<file path="src/hw/rtl/vwp_pkg.sv">
package vwp_pkg;

    typedef logic signed [31:0] t_q;
    typedef t_q [3:0]  t_vec4;
    typedef t_q [2:0]  t_vec3;
    typedef t_q [15:0] t_mat;

    localparam logic [1:0] CFG_ORG_X  = 2'd0;
    localparam logic [1:0] CFG_ORG_Y  = 2'd1;
    localparam logic [1:0] CFG_WIDTH  = 2'd2;
    localparam logic [1:0] CFG_HEIGHT = 2'd3;

    localparam logic KIND_LOAD = 1'b0;
    localparam logic KIND_PROJ = 1'b1;
    localparam logic SEL_MODEL = 1'b0;
    localparam logic SEL_PROJ  = 1'b1;

    localparam t_q Q_MAX = 32'sh7fffffff;
    localparam t_q Q_MIN = 32'sh80000000;

    function automatic t_q sat_q(input logic signed [71:0] v);
        t_q r;
        if (v > 72'sd2147483647) begin
            r = Q_MAX;
        end else if (v < -72'sd2147483648) begin
            r = Q_MIN;
        end else begin
            r = v[31:0];
        end
        return r;
    endfunction

endpackage

</file>
<file path="src/hw/rtl/vwp_view.sv">
module vwp_view #(
    parameter int FRAC_BITS = 16
) (
    input  logic               i_clk,
    input  logic               i_en,
    input  vwp_pkg::t_vec3     i_ndc,
    input  logic               i_ok,
    input  logic signed [15:0] i_org_x,
    input  logic signed [15:0] i_org_y,
    input  logic [15:0]        i_width,
    input  logic [15:0]        i_height,
    output vwp_pkg::t_vec3     o_win,
    output logic               o_ok
);
    import vwp_pkg::*;

    localparam logic signed [33:0] ONE = 34'sd1 <<< FRAC_BITS;

    logic signed [50:0] r_px;
    logic signed [50:0] r_py;
    logic signed [33:0] r_pz;
    logic               r_ok1;
    t_vec3              r_win;
    logic               r_ok2;
    t_vec3              n_win;

    always_ff @(posedge i_clk) begin
        if (i_en) begin
            r_px  <= (34'(i_ndc[0]) + ONE) * $signed({1'b0, i_width});
            r_py  <= (34'(i_ndc[1]) + ONE) * $signed({1'b0, i_height});
            r_pz  <= 34'(i_ndc[2]) + ONE;
            r_ok1 <= i_ok;
        end
    end

    always_comb begin
        n_win[0] = sat_q((72'(i_org_x) <<< FRAC_BITS) + 72'(r_px >>> 1));
        n_win[1] = sat_q((72'(i_org_y) <<< FRAC_BITS) + 72'(r_py >>> 1));
        n_win[2] = sat_q(72'(r_pz >>> 1));
        if (!r_ok1) begin
            n_win = '0;
        end
    end

    always_ff @(posedge i_clk) begin
        if (i_en) begin
            r_win <= n_win;
            r_ok2 <= r_ok1;
        end
    end

    assign o_win = r_win;
    assign o_ok  = r_ok2;

endmodule

</file>
<file path="config.mk">
export PLATFORM = sky130hd
export DESIGN_NAME = vwp_view
export DESIGN_NICKNAME = d
export VERILOG_FILES = /design/src/hw/rtl/vwp_pkg.sv /design/src/hw/rtl/vwp_view.sv
export SDC_FILE = /design/constraint.sdc
export NUM_CORES = 2
export LEC_CHECK = 0
export ABC_CLOCK_PERIOD_IN_PS = 9400
export BUFFER_PORTS_ARGS = -buffer_cell sky130_fd_sc_hd__buf_2
export CORE_MARGIN = 10
export CORE_UTILIZATION = 30
export CTS_CLUSTER_SIZE = 30
export DETAILED_ROUTE_END_ITERATION = 8
export SLEW_MARGIN = 20
export SYNTH_ARGS = -nofsm -noshare
export SYNTH_HDL_FRONTEND = slang
export SYNTH_SLANG_ARGS = --single-unit
</file>
<file path="constraint.sdc">
create_clock -name i_clk -period 9.4 [get_ports i_clk]
set_input_delay 1.88 -clock i_clk [delete_from_list [all_inputs] [get_ports i_clk]]
set_output_delay 1.88 -clock i_clk [all_outputs]
set_load 0.05 [all_outputs]
</file>
==> impl_metrics.tcl <==
set metrics [dict create \
    yosysUniqueCellTypes 86 \
    cts_root_buf "clkbuf_16" \
    dr_wl_met2_mm 66.1 \
    grt-ovfl-total 0 \
    wl_per_cell_um 17.2 \
    cp_top_family "adder cells" \
    die_w_um 427 \
    die_h_um 427 \
    dpl.cell_count 7864 \
    drt_wl_total_mm 137 \
    yosys-top-cells-count "1,306 x inv_1, 1,008 x fa_1, 828 x nand2_1" \
    drive_above_1_share 0.0994 \
    clock_sinks 228 \
    pre_cts_ws_ns -0.456 \
    relSlewSlack 0.274 \
    hold_path_depth 1 \
    drtPass1Iterations 5 \
    met3_length_mm 7.26 \
    clk_pin_slew_ns 0.07 \
    yosysWarningCount 0 \
    fmax_mhz 111 \
    crit_buf_inv 7 \
    final_area_mm2 0.0558 \
    nNetsFinal 7186 \
    worstPathMaxFanout 15 \
    synth_flop_cell "edfxtp_1" \
    reg2reg_depth 14 \
    grt_antenna_before_repair 9 \
    met1Wirelength_mm 53.4 \
    cts_tree "done" \
    first_global_vias 40100 \
    grt_max_degree 146 \
    critical_path_class "in2reg" \
    dp_hpwl_mm 112 \
    cpMaxStageDelayCell "fa_1" \
    detailed_place.area_mm2 0.0547 \
    synth.most_common_cell "inv_1" \
    synth_nets 6899 \
    crit_required_ns 9.76 \
    crit_top_cell "fa_1" \
    seq_area_frac_synth 0.138 \
    numCtsBuffers 31 \
    drv_slew 0 \
    fp-row-count 149 \
    insertion_delay_ns 0.65 \
    rsz0062_at_grt "false" \
    synthesis.area_mm2 0.0497 \
    synth_area_per_cell_um2 9.17 \
    avgViaCountPerCell 4.72 \
    pin_count 260 \
    post_cts_buffers 0 \
    hold_viol 0 \
    cp-start-kind "input port" \
    synth-edff-count 228 \
    totalNegativeSetupSlack_ns 0 \
    synth_seq_cells 228 \
    finalSetupViolCount 0 \
    path_depth 30 \
    status "complete, no violations" \
    ctsHoldBuffers 0 \
    synth_area_leaders "fa_1 41%, edfxtp_1 14%, inv_1 9.9%" \
    port-buffer-count 258 \
    clk_path_buf_depth 3 \
    worst_slew_pin_slew_ns 1.09 \
    gp_congestion 0.889 \
    initial_core_util 0.302 \
    ys_async_sr_fraction 0 \
    synth_cells 5421 \
    fin_cells 7934 \
    top_layer "met5" \
    max_cap_violations 0 \
    die_area_mm2 0.182 \
    synth.top_cell.area_share 0.406 \
    period_share 0.957 \
    core_area_mm2 0.165 \
    drt-initial-drc-count 2268 \
    grt_pass1_wl_mm 220 \
    grt.total_usage 0.151 \
    dr_total_vias 37400 \
    ctsHtreeMaxLevel 1 \
    hold_path_class "reg2reg" \
    yosys.area.top_type "fa_1" \
    area_growth_pct 12.4 \
    drcViolationCount 0 \
    timing.final.ws_setup_ns 0.407 \
    postRouteAntennaNets 0 \
    cp-end-kind "register" \
    arrival_ns 9.35 \
    slowest_delay_ns 0.53 \
    skew_ns 0.0443 \
    fin_crit_ns 8.99 \
]
-- timing repair --
| item | in CTS | in global routing |
|---|---|---|
| hold endpoints to repair | 0 | 0 |
| resized for setup | 0 | 7 |
| setup endpoints to repair | 0 | 1 |
-- path summary, 6_finish.rpt --
kind                      start                      end  slack, ns
max                   i_ndc[16]       r_px[49]$_DFFE_PP_       0.41
min           r_pz[7]$_DFFE_PP_  o_win[70]$_SDFFCE_PN0P_       0.51
max reg2reg  r_px[18]$_DFFE_PP_  o_win[30]$_SDFFCE_PN0P_       4.57
min reg2reg   r_pz[7]$_DFFE_PP_  o_win[70]$_SDFFCE_PN0P_       0.51
-- worst register-to-register path: cells and delay by family (launching register included) --
kind	cells	cell delay (ns)
AOI/OAI and AO/OA	10	2.93
buffers and inverters	3	0.82
DFF	1	0.42
adders and majority gates	1	0.32
-- registers in the layout (all words and copies together), names as in the netlist --
signal	cells
o_ok	1
r_ok1	1
o_win	96
r_py	49
r_pz	32
r_px	49
-- routing by layer --
metal	up-vias	global-route usage
met5	-	0
met4	4	0.0918
met3	266	0.0184
met2	1075	0.256
met1	19000	0.181
li1	17100	-
-- layout make-up --
type,instances,area [µm²]
antenna,12,30.0
clock buffer,34,787
clock inverter,24,289
fill,17000,109000
inverter,1308,4910
multi-input combinational,3666,37100
sequential,228,6850
tap,2189,2740
timing repair buffer,473,3130
-- cells by family after synthesis --
group	synth area share
mux	0.00101
simple gates	0.155
xor+xnor	0.0307
buf+inv	0.116
flops	0.138
fa+ha+maj	0.483
compound gates	0.0755
-- cells in the final DEF (no fill, tap or decap), types with 18 or more instances in the layout --
cell type / n
edfxtp_1: 228
a21o_1: 84
o211ai_1: 32
nor2b_1: 23
nand2_1: 828
and3_1: 33
o21bai_1: 18
xnor2_1: 116
buf_4: 198
nand3_1: 82
xor2_1: 58
and2_1: 370
inv_1: 1306
a31oi_1: 18
o21ai_0: 103
nand2b_1: 40
nand4_1: 45
nor2_1: 109
a21oi_1: 131
clkbuf_16: 31
nor3_1: 30
ha_1: 307
fa_1: 1008
buf_2: 257
-- per-stage QoR --
| step | util | hold WS (ns) |
|---|---|---|
| 5_1_grt | 0.339 | 0.531 |
| 6_report | 0.339 | 0.511 |
| 3_5_place_dp | 0.332 | 0.503 |
| 3_3_place_gp | 0.332 | 0.497 |
| 4_1_cts | 0.338 | 0.515 |
| 2_1_floorplan | - | 0.497 |
Power is left out: the tool's default activity adds up to more than one toggle a clock period on the data nets, which glitch-free logic cannot reach.
